File: src/hdl/button_debounce_autorepeat_defines.svh
`ifndef BUTTON_DEBOUNCE_AUTOREPEAT_DEFINES_SVH
`define BUTTON_DEBOUNCE_AUTOREPEAT_DEFINES_SVH

// Same-cycle implication, checked out of reset.
`define BDA_ASSERT_IMP(label, ante, cons, msg) \
    label: assert property (@(posedge i_clk) disable iff (!i_rst_n) \
        (ante) |-> (cons)) else $error(msg);

// Next-cycle implication, checked out of reset.
`define BDA_ASSERT_NXT(label, ante, cons, msg) \
    label: assert property (@(posedge i_clk) disable iff (!i_rst_n) \
        (ante) |=> (cons)) else $error(msg);

`endif

File: src/hdl/bda_pkg.sv
package bda_pkg;

    localparam int NUM_BUTTONS_DEF = 4;
    localparam int CNT_W           = 8;
    localparam int LEVEL_W         = 4;
    localparam int INDEX_W         = 2;
    localparam int OUT_W           = 4;
    localparam int CFG_INDEX_W     = 2;
    localparam int S_TDATA_W       = 8;
    localparam int M_TDATA_W       = 16;

    localparam logic [CNT_W-1:0] DEBOUNCE_TOP_RST  = 8'd5;
    localparam logic [CNT_W-1:0] REPEAT_START_RST  = 8'd50;
    localparam logic [CNT_W-1:0] REPEAT_PERIOD_RST = 8'd15;

    typedef enum logic [CFG_INDEX_W-1:0] {
        REG_DEBOUNCE_TOP  = 2'd0,
        REG_REPEAT_START  = 2'd1,
        REG_REPEAT_PERIOD = 2'd2
    } t_reg_index;

    typedef enum logic {
        REQ_TICK = 1'b0,
        REQ_TAKE = 1'b1
    } t_req_type;

    typedef struct packed {
        logic [CNT_W-1:0] debounce_top;
        logic [CNT_W-1:0] repeat_start;
        logic [CNT_W-1:0] repeat_period;
    } t_cfg;

    typedef struct packed {
        logic tick;
        logic released;
        logic take;
    } t_ctrl;

    typedef struct packed {
        logic taken;
        logic pending;
        logic pressed;
    } t_stat;

endpackage

File: src/hdl/bda_cell.sv
`include "button_debounce_autorepeat_defines.svh"

module bda_cell (
    input  logic          i_clk,
    input  logic          i_rst_n,
    input  bda_pkg::t_cfg  i_cfg,
    input  bda_pkg::t_ctrl i_ctrl,
    output bda_pkg::t_stat o_stat
);

    localparam logic [bda_pkg::CNT_W-1:0] CNT_MAX = '1;
    localparam logic [bda_pkg::CNT_W-1:0] CNT_ONE = bda_pkg::CNT_W'(1);

    logic [bda_pkg::CNT_W-1:0] r_integ, n_integ;
    logic [bda_pkg::CNT_W-1:0] r_hold, n_hold;
    logic [bda_pkg::CNT_W-1:0] r_rcnt, n_rcnt;
    logic                      r_pressed, n_pressed;
    logic                      r_mode, n_mode;
    logic                      r_pend, n_pend;

    logic [bda_pkg::CNT_W-1:0] integ_dn, integ_up, rcnt_inc, hold_inc;
    logic                      at_top, fire, start;

    assign integ_dn = (r_integ != '0) ? r_integ - CNT_ONE : r_integ;
    assign integ_up = (r_integ < i_cfg.debounce_top) ? r_integ + CNT_ONE : i_cfg.debounce_top;
    assign at_top   = (integ_up == i_cfg.debounce_top);
    assign rcnt_inc = (r_mode && (r_rcnt != CNT_MAX)) ? r_rcnt + CNT_ONE : r_rcnt;
    assign fire     = !r_pressed || (r_mode && (rcnt_inc >= i_cfg.repeat_period));
    assign hold_inc = (r_hold != CNT_MAX) ? r_hold + CNT_ONE : r_hold;
    assign start    = !r_mode && (hold_inc >= i_cfg.repeat_start);

    always_comb begin
        n_integ   = r_integ;
        n_hold    = r_hold;
        n_rcnt    = r_rcnt;
        n_pressed = r_pressed;
        n_mode    = r_mode;
        n_pend    = r_pend;
        priority if (i_ctrl.tick && i_ctrl.released) begin
            n_integ = integ_dn;
            if (integ_dn == '0) begin
                n_pressed = 1'b0;
                n_mode    = 1'b0;
                n_hold    = '0;
                n_rcnt    = '0;
            end
        end else if (i_ctrl.tick) begin
            n_integ = integ_up;
            if (at_top) begin
                n_rcnt = fire ? '0 : rcnt_inc;
                if (fire) begin
                    n_pressed = 1'b1;
                    n_pend    = 1'b1;
                end
                if (!r_mode) begin
                    n_hold = hold_inc;
                end
                if (start) begin
                    n_mode = 1'b1;
                    n_pend = 1'b1;
                end
            end
        end else if (i_ctrl.take) begin
            n_pend = 1'b0;
        end else begin
            n_pend = r_pend;
        end
    end

    always_ff @(posedge i_clk) begin
        if (!i_rst_n) begin
            r_integ   <= '0;
            r_hold    <= '0;
            r_rcnt    <= '0;
            r_pressed <= 1'b0;
            r_mode    <= 1'b0;
            r_pend    <= 1'b0;
        end else begin
            r_integ   <= n_integ;
            r_hold    <= n_hold;
            r_rcnt    <= n_rcnt;
            r_pressed <= n_pressed;
            r_mode    <= n_mode;
            r_pend    <= n_pend;
        end
    end

    assign o_stat.taken   = i_ctrl.take && r_pend;
    assign o_stat.pending = n_pend;
    assign o_stat.pressed = n_pressed;

    `BDA_ASSERT_IMP(a_mode_needs_latch, r_mode, r_pressed, "repeat mode without pressed latch")
    `BDA_ASSERT_IMP(a_hold_idle_zero, !r_pressed, r_hold == '0, "hold count live while released")
    `BDA_ASSERT_NXT(a_pend_from_tick, !r_pend && !i_ctrl.tick, !r_pend, "event raised without a tick")

endmodule

File: src/hdl/button_debounce_autorepeat.sv
// Channel  Dir  Handshake               Payload
// s        in   i_s_tvalid/o_s_tready   i_s_tdata, i_s_tuser (request)
// m        out  o_m_tvalid/i_m_tready   o_m_tdata (result, one per request)
// cfg      in   i_cfg_valid/o_cfg_ready i_cfg_index, i_cfg_data
//
// One transfer per cycle unless m stalls; input register, then result register.
// Per-button state updates in a single pass between the input and result registers.
// A stalled result register holds the input register, then o_s_tready drops.
// Synchronous active-low reset clears all button state and loads register defaults.
`include "button_debounce_autorepeat_defines.svh"

module button_debounce_autorepeat #(
    parameter int NUM_BUTTONS = bda_pkg::NUM_BUTTONS_DEF
) (
    input  logic                               i_clk,
    input  logic                               i_rst_n,
    input  logic                               i_s_tvalid,
    output logic                               o_s_tready,
    // [3:0] button_levels, [5:4] take_button, [7:6] zero
    input  logic [bda_pkg::S_TDATA_W-1:0]      i_s_tdata,
    // [0] req_type
    input  logic                               i_s_tuser,
    output logic                               o_m_tvalid,
    input  logic                               i_m_tready,
    // [0] event_taken, [4:1] pending_events, [8:5] pressed_mask, [15:9] zero
    output logic [bda_pkg::M_TDATA_W-1:0]      o_m_tdata,
    input  logic                               i_cfg_valid,
    output logic                               o_cfg_ready,
    input  logic [bda_pkg::CFG_INDEX_W-1:0]    i_cfg_index,
    input  logic [bda_pkg::CNT_W-1:0]          i_cfg_data
);

    localparam int NV = (NUM_BUTTONS < bda_pkg::OUT_W) ? NUM_BUTTONS : bda_pkg::OUT_W;

    bda_pkg::t_cfg r_cfg;

    logic                              r_in_valid;
    logic                              r_req;
    logic [bda_pkg::LEVEL_W-1:0]       r_levels;
    logic [bda_pkg::INDEX_W-1:0]       r_index;

    logic                              r_out_valid;
    logic                              r_out_taken;
    logic [bda_pkg::OUT_W-1:0]         r_out_pend;
    logic [bda_pkg::OUT_W-1:0]         r_out_pressed;

    logic                              advance;
    logic                              is_tick;
    logic                              s_xfer;
    bda_pkg::t_stat                    stat [NUM_BUTTONS];
    logic [NUM_BUTTONS-1:0]            taken_vec;
    logic [bda_pkg::OUT_W-1:0]         n_out_pend, n_out_pressed;

    assign o_cfg_ready = i_rst_n;

    always_ff @(posedge i_clk) begin
        if (!i_rst_n) begin
            r_cfg.debounce_top  <= bda_pkg::DEBOUNCE_TOP_RST;
            r_cfg.repeat_start  <= bda_pkg::REPEAT_START_RST;
            r_cfg.repeat_period <= bda_pkg::REPEAT_PERIOD_RST;
        end else if (i_cfg_valid) begin
            unique case (i_cfg_index)
                bda_pkg::REG_DEBOUNCE_TOP:  r_cfg.debounce_top  <= i_cfg_data;
                bda_pkg::REG_REPEAT_START:  r_cfg.repeat_start  <= i_cfg_data;
                bda_pkg::REG_REPEAT_PERIOD: r_cfg.repeat_period <= i_cfg_data;
                default: ;
            endcase
        end
    end

    assign advance    = r_in_valid && (!r_out_valid || i_m_tready);
    assign o_s_tready = i_rst_n && (!r_in_valid || advance);
    assign s_xfer     = i_s_tvalid && o_s_tready;
    assign is_tick    = (r_req == bda_pkg::REQ_TICK);

    always_ff @(posedge i_clk) begin
        if (!i_rst_n) begin
            r_in_valid <= 1'b0;
        end else if (s_xfer) begin
            r_in_valid <= 1'b1;
        end else if (advance) begin
            r_in_valid <= 1'b0;
        end
    end

    always_ff @(posedge i_clk) begin
        if (s_xfer) begin
            r_req    <= i_s_tuser;
            r_levels <= i_s_tdata[bda_pkg::LEVEL_W-1:0];
            r_index  <= i_s_tdata[bda_pkg::LEVEL_W +: bda_pkg::INDEX_W];
        end
    end

    for (genvar b = 0; b < NUM_BUTTONS; b++) begin : g_btn
        bda_pkg::t_ctrl ctrl;
        logic           released;
        logic           sel;
        if (b < bda_pkg::LEVEL_W) begin : g_lvl
            assign released = r_levels[b];
            assign sel      = (r_index == bda_pkg::INDEX_W'(b));
        end else begin : g_nolvl
            assign released = 1'b0;
            assign sel      = 1'b0;
        end
        assign ctrl.tick     = advance && is_tick;
        assign ctrl.released = released;
        assign ctrl.take     = advance && !is_tick && sel;

        bda_cell u_cell (
            .i_clk   (i_clk),
            .i_rst_n (i_rst_n),
            .i_cfg   (r_cfg),
            .i_ctrl  (ctrl),
            .o_stat  (stat[b])
        );
        assign taken_vec[b] = stat[b].taken;
    end

    always_comb begin
        n_out_pend    = '0;
        n_out_pressed = '0;
        for (int b = 0; b < NV; b++) begin
            n_out_pend[b]    = stat[b].pending;
            n_out_pressed[b] = stat[b].pressed;
        end
    end

    always_ff @(posedge i_clk) begin
        if (!i_rst_n) begin
            r_out_valid <= 1'b0;
        end else if (advance) begin
            r_out_valid <= 1'b1;
        end else if (i_m_tready) begin
            r_out_valid <= 1'b0;
        end
    end

    always_ff @(posedge i_clk) begin
        if (advance) begin
            r_out_taken   <= |taken_vec;
            r_out_pend    <= n_out_pend;
            r_out_pressed <= n_out_pressed;
        end
    end

    assign o_m_tvalid = r_out_valid;
    assign o_m_tdata  = {{(bda_pkg::M_TDATA_W - 1 - 2 * bda_pkg::OUT_W){1'b0}},
                         r_out_pressed, r_out_pend, r_out_taken};

    `BDA_ASSERT_NXT(a_advance_fills_out, advance, r_out_valid, "result register not loaded")
    `BDA_ASSERT_NXT(a_tick_takes_none, advance && is_tick, !r_out_taken, "tick reported a taken event")
    `BDA_ASSERT_NXT(a_held_item_kept, r_in_valid && !advance, r_in_valid, "stalled request dropped")

endmodule
File: config.mk
export PLATFORM = sky130hd
export DESIGN_NAME = button_debounce_autorepeat
export DESIGN_NICKNAME = d
export VERILOG_FILES = /design/src/hdl/bda_pkg.sv /design/src/hdl/bda_cell.sv /design/src/hdl/button_debounce_autorepeat.sv
export VERILOG_INCLUDE_DIRS = /design/src /design/src/hdl
export SDC_FILE = /design/constraint.sdc
export NUM_CORES = 1
export LEC_CHECK = 0
export ABC_CLOCK_PERIOD_IN_PS = 6300
export BUFFER_PORTS_ARGS = -buffer_cell sky130_fd_sc_hd__buf_2
export CAP_MARGIN = 20
export CORE_MARGIN = 1
export CORE_UTILIZATION = 69
export CTS_CLUSTER_SIZE = 10
export DETAILED_ROUTE_END_ITERATION = 8
export PLACE_DENSITY_LB_ADDON = 0.2
export SLEW_MARGIN = 0
export SYNTH_ARGS = -nofsm -noshare
export SYNTH_HDL_FRONTEND = slang
export SYNTH_SLANG_ARGS = --single-unit
File: constraint.sdc
create_clock -name i_clk -period 6.3 [get_ports i_clk]
set_input_delay 1.26 -clock i_clk [delete_from_list [all_inputs] [get_ports i_clk]]
set_output_delay 1.26 -clock i_clk [all_outputs]
set_load 0.01 [all_outputs]
==> summary.txt, run 1 <==
Logic synthesis
  • Synthesized flop and latch total: 150
  • Area leader, netlist: dfxtp_1
  • Syn avg cell area: between 7 and 8 um^2
  • Synth top cells by count: 188 x nand2_1, 134 x dfxtp_1, 131 x nor2_1, 120 x a21oi_1, 112 x ha_1
  • Synth Instances: about 1500
  • Most frequent cell after synthesis: nand2_1
  • Synthesized area: approximately 0.012 mm^2
  • Share of the synthesized area in the top cell type: 22.6%
  • Synth async-reset ratio: 0%
  • Cell variety after synth: 89
  • Synth Warn #: 0
  • Seq/Total Area, Yosys: about a quarter
  • Dominant synthesized flop cell: dfxtp_1
  • Post-synth EDFFs: 16
  • Synth top area cells: dfxtp_1 23%, ha_1 12%, nand2_1 6.0%

Final layout
  • Fraction of layout instances using a drive strength above 1: under 10%
  • Post-layout nets: between 1500 and 2000
  • Area growth from synthesis to layout: 5.64%
  • # diodes: 0
  • Fin util: 75.0%

CTS
  • CTS Buf Count: 17
  • Skew-Pair Late Insertion Delay: 0.44 ns
  • CTS tree: built
  • Cts repair resizes: 0
  • Worst-path clk slew: around 0.06 ns
  • Cts hold-fix bufs: 0
  • CTS Root Cell: clkbuf_16
  • CTS H-tree lvls: 4
  • CTS max path bufs: 2
  • Clock Sinks: 150
  • Post-CTS Repair Setup Buffers: 0

Power and ir drop
  • Static Leak: about 5.3 nW
  • Design Power: 0.00243 W
  • VDD IR max: 0.000194 V
  • PwrDens: ~190 mW/mm^2

Routing
  • 1st-pass router iterations: 6
  • Vias: about 11000
  • Final ANT Viol Nets: 0
  • Routed WL: slightly above 30000 um
  • Starting DRT DRC Count: 921
  • DR WL/cell: between 15 and 20 um
  • Via density: ~6.5
  • DRC Markers: 0

STA
  • Fin Clk Skew: around 0.011 ns
  • Final setup fails: 0
  • Fin crit period: around 4.0 ns
  • Max Fclk: approximately 250 MHz
  • TNS Setup: 0 ns
  • RSZ-0062 raised after global routing: false
  • Fin crit share: 63.2%
  • Worst-margin pin slew: 1.07 ns
  • Slew HR: between 20% and 30%
  • Final Hold Vio Count: 0
  • Max-slew violations: 0
  • Hold WS: around 0.47 ns

GRT
  • Vias in the first global route: a little over 10000
  • Initial antenna violation count: 0
  • Largest net degree at the start of global routing: between 70 and 80
  • GRT overflow: 0
  • Tot GR Track Use: ~36%
  • First-pass GRT wire length: a little over 50000 um

Floorplan
  • DIE AREA: around 0.018 mm^2
  • # rows: 47
  • Number of top-level pins: 43
  • Die Span Y: 133 um
  • Die Wd: between 100 and 150 um
  • Initial Util: 71.0%
  • Core box area: between 0.015 and 0.02 mm^2

Setup path
  • Crit Path Category: register to register
  • Critical Path RT: 6.68 ns
  • CP Max Fanout: 16
  • CP max stage cell: o21ai_1
  • Worst EP arrival: ~4.4 ns
  • CP Buf/Inv Count: 1
  • Critical R2R Launch: r_cfg[17]
  • CP Launch Type: register
  • Delay-heaviest family, CP: compound AO/OA/AOI/OAI gates
  • CP endpoint kind: register
  • Crit path from: r_cfg[17]
  • Crit-path cells: inv_1 -> ha_1 -> nand2_1 -> o21ai_0 -> a41oi_1 -> o21ai_1 -> o21ai_2 -> o21a_1 -> mux2_2 -> nor2_1
  • CP max stage delay: roughly 0.86 ns

Hold path
  • Hold_sp: g_btn[0].u_cell.r_rcnt[5]
  • Worst min-delay path class: register to register

Placed design
  • Final GP Congestion: 0.916
  • PortBufs: 33
  • Hpwl dp: 22000 um

Status
  • Outcome: finished, final reports clean

Job
  • Max_cap viols: 0
[metrics by stage]
stage | worst slack (ns) | std cells | cell area (um^2)
floorplan | 3.11 | 1507 | 11900
global placement | 2.42 | 1682 | 12000
detailed placement | 2.30 | 1682 | 12000
CTS | 2.44 | 1713 | 12500
global route | 2.02 | 1713 | 12500
finish | 2.32 | 1713 | 12500
[placed cells by master, fill, tap and decap left out, types with 10 or more instances in the layout]
cell type	Yosys	layout
nor3_1	23	23
mux2i_1	35	35
and2_1	19	19
dfxtp_1	134	134
nor2b_1	19	19
o21a_1	12	12
or3_1	19	19
clkbuf_16	0	17
a21o_1	24	24
mux2_2	15	15
xnor2_1	64	64
nand4_1	22	22
and3_1	16	16
o22ai_1	26	26
inv_1	59	58
a31oi_1	12	12
buf_2	22	33
nand3_1	82	82
o21ai_1	10	10
ha_1	112	112
xor2_1	25	25
nand2b_1	18	18
nor2_1	131	130
nand2_1	188	188
edfxtp_1	16	16
o21ai_0	77	77
a21oi_1	120	120
[worst min-delay path, stage by stage, from the launching register on]
cell and delay [ns]:
dfxtp_1 0.31, nand2_1 0.05, a21oi_1 0.06
[path summary, 6_finish.rpt]
check                               to  slack, ns  cells after the start
max          g_btn[2].u_cell.r_hold[7]       2.32                     10
min          g_btn[0].u_cell.r_rcnt[5]       0.47                      2
max reg2reg  g_btn[2].u_cell.r_hold[7]       2.32                     10
min reg2reg  g_btn[0].u_cell.r_rcnt[5]       0.47                      2
[flip-flops by register name, indices dropped and copies added (netlist names), 2 cells and up]
register	flops
g_btn.u_cell.r_hold	32
g_btn.u_cell.r_integ	32
g_btn.u_cell.r_mode	4
g_btn.u_cell.r_pend	4
g_btn.u_cell.r_pressed	4
g_btn.u_cell.r_rcnt	32
r_cfg	24
r_index	2
r_levels	4
r_out_pend	4
r_out_pressed	4
[per-layer routing]
layer / wire [um] / track usage [%] / part of all wire [%] / up-vias
li1: - / - / - / 5297
met1: 13000 / 44.3 / 42 / 5192
met2: 14300 / 57.0 / 46 / 470
met3: 2180 / 6.63 / 7.0 / 110
met4: 1640 / 21.8 / 5.3 / 0
met5: 0 / 0 / 0 / -
[logic make-up after synthesis]
kind of cell / share of synthesized area, %
and+or+nand+nor: 24.0
AOI/OAI and AO/OA: 19.3
DFF: 26.7
buffers and inverters: 5.36
adders and majority gates: 11.9
xor gates and xnor gates: 8.28
muxes: 4.38
other: 0.0316
[report_power, final]
group / switching (W) / leakage (nW) / internal [W]
clock: 0.000425 / 0.261 / 0.000579
combinational: 0.000235 / 3.79 / 0.000151
sequential: 0.0000481 / 1.24 / 0.000988
total: 0.000708 / 5.29 / 0.00172
[area by class of cell]
class                   count  area (um^2)
multi-input cells        1213         8090
fillers                  1281         4180
inverters                  60          225
clock buffers              19          433
repair buffers             39          210
well taps                 220          275
flip-flops and latches    150         3160
clock inverters            12          130
Power figures use the tool's default switching activity.
==> inputs of run 2 (changes only) <==
--- a/config.mk
+++ b/config.mk
@@ -6,11 +6,11 @@
 export SDC_FILE = /design/constraint.sdc
 export NUM_CORES = 1
 export LEC_CHECK = 0
-export ABC_CLOCK_PERIOD_IN_PS = 6300
+export ABC_CLOCK_PERIOD_IN_PS = 3900
 export BUFFER_PORTS_ARGS = -buffer_cell sky130_fd_sc_hd__buf_2
 export CAP_MARGIN = 20
 export CORE_MARGIN = 1
-export CORE_UTILIZATION = 69
+export CORE_UTILIZATION = 64
 export CTS_CLUSTER_SIZE = 10
 export DETAILED_ROUTE_END_ITERATION = 8
 export PLACE_DENSITY_LB_ADDON = 0.2
==> constraint.sdc (replaced) <==
create_clock -name i_clk -period 3.9 [get_ports i_clk]
set_input_delay 0.78 -clock i_clk [delete_from_list [all_inputs] [get_ports i_clk]]
set_output_delay 0.78 -clock i_clk [all_outputs]
set_load 0.01 [all_outputs]
==> summary.txt, run 2 (same netlist as run 1, synthesis figures left out) <==
Setup path
  • CP max stage cell: a2111oi_0
  • CP endpoint kind: register
  • Crit-path cells: inv_1 -> ha_1 -> nor4b_1 -> o21ai_0 -> nand2_1 -> a2111oi_0 -> o2111ai_1 -> nor2b_1 -> buf_4 -> a21oi_1 -> o32ai_1
  • Crit Path Category: register to register
  • Critical R2R Launch: g_btn[0].u_cell.r_integ[0]
  • Worst EP arrival: 3.74 ns (-0.62 ns)
  • Crit path from: g_btn[0].u_cell.r_integ[0]
  • RR Endpoint: g_btn[0].u_cell.r_hold[6]
  • Worst r2r path cells: 11 (+1)
  • Delay-heaviest family, CP: compound AO/OA/AOI/OAI gates
  • R2r setup slk: 0.46 ns (-1.85 ns)
  • CP Buf/Inv Count: 2 (+1)
  • CP Launch Type: register
  • CP max stage delay: 0.57 ns (-0.29 ns)
  • Critical Path RT: 4.21 ns (-2.47 ns)
  • CP Max Fanout: 11 (-5)

CTS
  • CTS max path bufs: 2 (unchanged)
  • Cts hold-fix bufs: 0 (unchanged)
  • Worst-path clk slew: 0.07 ns (about the same)
  • Skew-Pair Late Insertion Delay: 0.44 ns (about the same)
  • Clock Sinks: 150 (unchanged)
  • CTS tree: built
  • CTS Root Cell: clkbuf_16
  • CTS H-tree lvls: 4 (unchanged)
  • CTS Buf Count: 17 (unchanged)
  • Cts repair resizes: 0 (unchanged)
  • Post-CTS Repair Setup Buffers: 0 (unchanged)

Routing
  • Met3 wire length: 2290 um (+4.8%)
  • Via density: 6.24 (-3.4%)
  • DR WL/cell: 17.8 um (-2.0%)
  • Routed WL: 31000 um (-0.41%)
  • Top routing layer in use: met4
  • 1st-pass router iterations: 7 (+1)
  • Routed length on met1: 13100 um (+0.92%)
  • DRC Markers: 8 (+8)
  • Met2 routed wirelength: 14500 um (+1.0%)
  • Starting DRT DRC Count: 804 (-13%)
  • Vias: 10900 (-1.9%)
  • Final ANT Viol Nets: 0 (unchanged)

GRT
  • Initial antenna violation count: 0 (unchanged)
  • GRT overflow: 0 (unchanged)
  • Vias in the first global route: 10100 (-1.2%)
  • Largest net degree at the start of global routing: 83 (+7.8%)
  • Tot GR Track Use: 32.9% (-2.7 points)
  • First-pass GRT wire length: 50300 um (about the same)

Power and ir drop
  • Design Power: 0.00402 W (+66%)
  • VDD IR max: 0.000350 V (+81%)
  • Static Leak: 5.39 nW (+2.0%)
  • PwrDens: 316 mW/mm^2 (+63%)

Final layout
  • Finished Cell Area: 0.0127 mm^2 (+1.5%)
  • Largest regs: g_btn.u_cell.r_hold: 32 flops, g_btn.u_cell.r_integ: 32 flops, g_btn.u_cell.r_rcnt: 32 flops
  • Commonest non-fill, non-tap cell in the layout: nand2_1
  • Fraction of layout instances using a drive strength above 1: 9.20% (+1.2 points)
  • # diodes: 0 (unchanged)
  • Post-layout nets: 1634 (+1.1%)
  • Commonest cells after routing, fill and taps aside: 188 x nand2_1, 134 x dfxtp_1, 130 x nor2_1, 120 x a21oi_1, 112 x ha_1
  • Area growth from synthesis to layout: 7.22%

Floorplan
  • Number of top-level pins: 43 (unchanged)
  • DIE AREA: 0.0191 mm^2 (+7.7%)
  • # rows: 49 (+4.3%)
  • Core box area: 0.0181 mm^2 (+8.3%)
  • Die Wd: 138 um (+3.8%)
  • Initial Util: 65.5% (-5.4 points)
  • Die Span Y: 138 um (+3.8%)

STA
  • Final Hold Vio Count: 0 (unchanged)
  • Final setup fails: 0 (unchanged)
  • RSZ-0062 raised after global routing: false
  • Slew HR: 31.6% (+3.5 points)
  • Max Fclk: 291 MHz (+16%)
  • Worst-margin pin slew: 1.02 ns (-0.0498 ns)
  • Final worst slack: 0.463 ns (-1.85 ns)
  • TNS Setup: 0 ns (unchanged)
  • Fin Clk Skew: 0.00880 ns (-0.00209 ns)
  • Max-slew violations: 0 (unchanged)
  • Fin crit period: 3.44 ns (-0.545 ns)
  • Fin crit share: 88.1% (+25 points)

Hold path
  • Hold_sp: g_btn[0].u_cell.r_rcnt[6]
  • Min-Delay Endpoint: g_btn[0].u_cell.r_rcnt[6]
  • Worst hold path cell count: 2 (unchanged)
  • Worst min-delay path class: register to register

Placed design
  • Pre-CTS setup slack: 0.590 ns (-1.71 ns)
  • PortBufs: 33 (unchanged)
  • Post-DP Area: 0.0121 mm^2 (+1.3%)
  • Hpwl dp: 21900 um (-0.23%)
  • Final GP Congestion: 0.904 (-1.2%)

Status
  • Outcome: finished with violations
  • Failing checks: DRC

Job
  • Max_cap viols: 0 (unchanged)
-- run 2: changes by cell type in the layout (fill, tap and decap cells not counted) --
cell      before  now
inv_8          0    2
buf_12         0    1
clkbuf_1       2    0
clkinv_2       3    1
inv_6          1    4
nor2_4         0    1
nor2_2         1    0
buf_4          6   22
-- run 2: worst max path at each step --
| stage | slack [ns] | endpoint | depth (start not counted) |
|---|---|---|---|
| 2_1_floorplan | 0.71 | g_btn[2].u_cell.r_rcnt[5] | 16 |
| 5_1_grt | 0.17 | g_btn[0].u_cell.r_hold[3] | 10 |
| 3_3_place_gp | 0.64 | g_btn[0].u_cell.r_hold[6] | 11 |
| 3_5_place_dp | 0.59 | g_btn[1].u_cell.r_rcnt[3] | 14 |
| 4_1_cts | 0.55 | g_btn[0].u_cell.r_pend | 14 |
| 6_report | 0.46 | g_btn[0].u_cell.r_hold[6] | 11 |
-- run 2: area by class of cell --
type	instances	area, um^2
clock buffer	17	425
timing repair buffer	56	350
multi-input combinational	1213	8090
tap	229	287
inverter	60	225
fill	1446	5380
clock inverter	15	169
sequential	150	3160
-- run 2: metrics by stage --
stage / hold WS, ns / utilization, % / std cells
after floorplan: 0.432 / - / 1507
final: 0.463 / 70.3 / 1740
after global routing: 0.489 / 70.3 / 1740
after global placement: 0.439 / 67.0 / 1708
after CTS: 0.465 / 70.3 / 1740
after detailed placement: 0.453 / 67.0 / 1708
-- run 2: worst reg2reg max path, cell delays in order (launching register included) --
cell and delay [ns]:
dfxtp_1 0.48, inv_1 0.16, ha_1 0.25, nor4b_1 0.18
o21ai_0 0.18, nand2_1 0.06, a2111oi_0 0.57, o2111ai_1 0.40
nor2b_1 0.25, buf_4 0.19, a21oi_1 0.43, o32ai_1 0.14
-- run 2: where the power goes --
part	leakage [nW]	total (W)	internal [W]	switching, W
Clock	0.277	0.00171	0.000957	0.000751
Sequential	1.24	0.00166	0.00159	0.0000700
Combinational	3.88	0.000644	0.000258	0.000386
-- run 2: routing by layer --
metal	vias up	GRT usage (%)
li1	5323	-
met1	5077	41.2
met2	386	54.9
met3	77	6.44
met4	0	15.0
met5	-	0
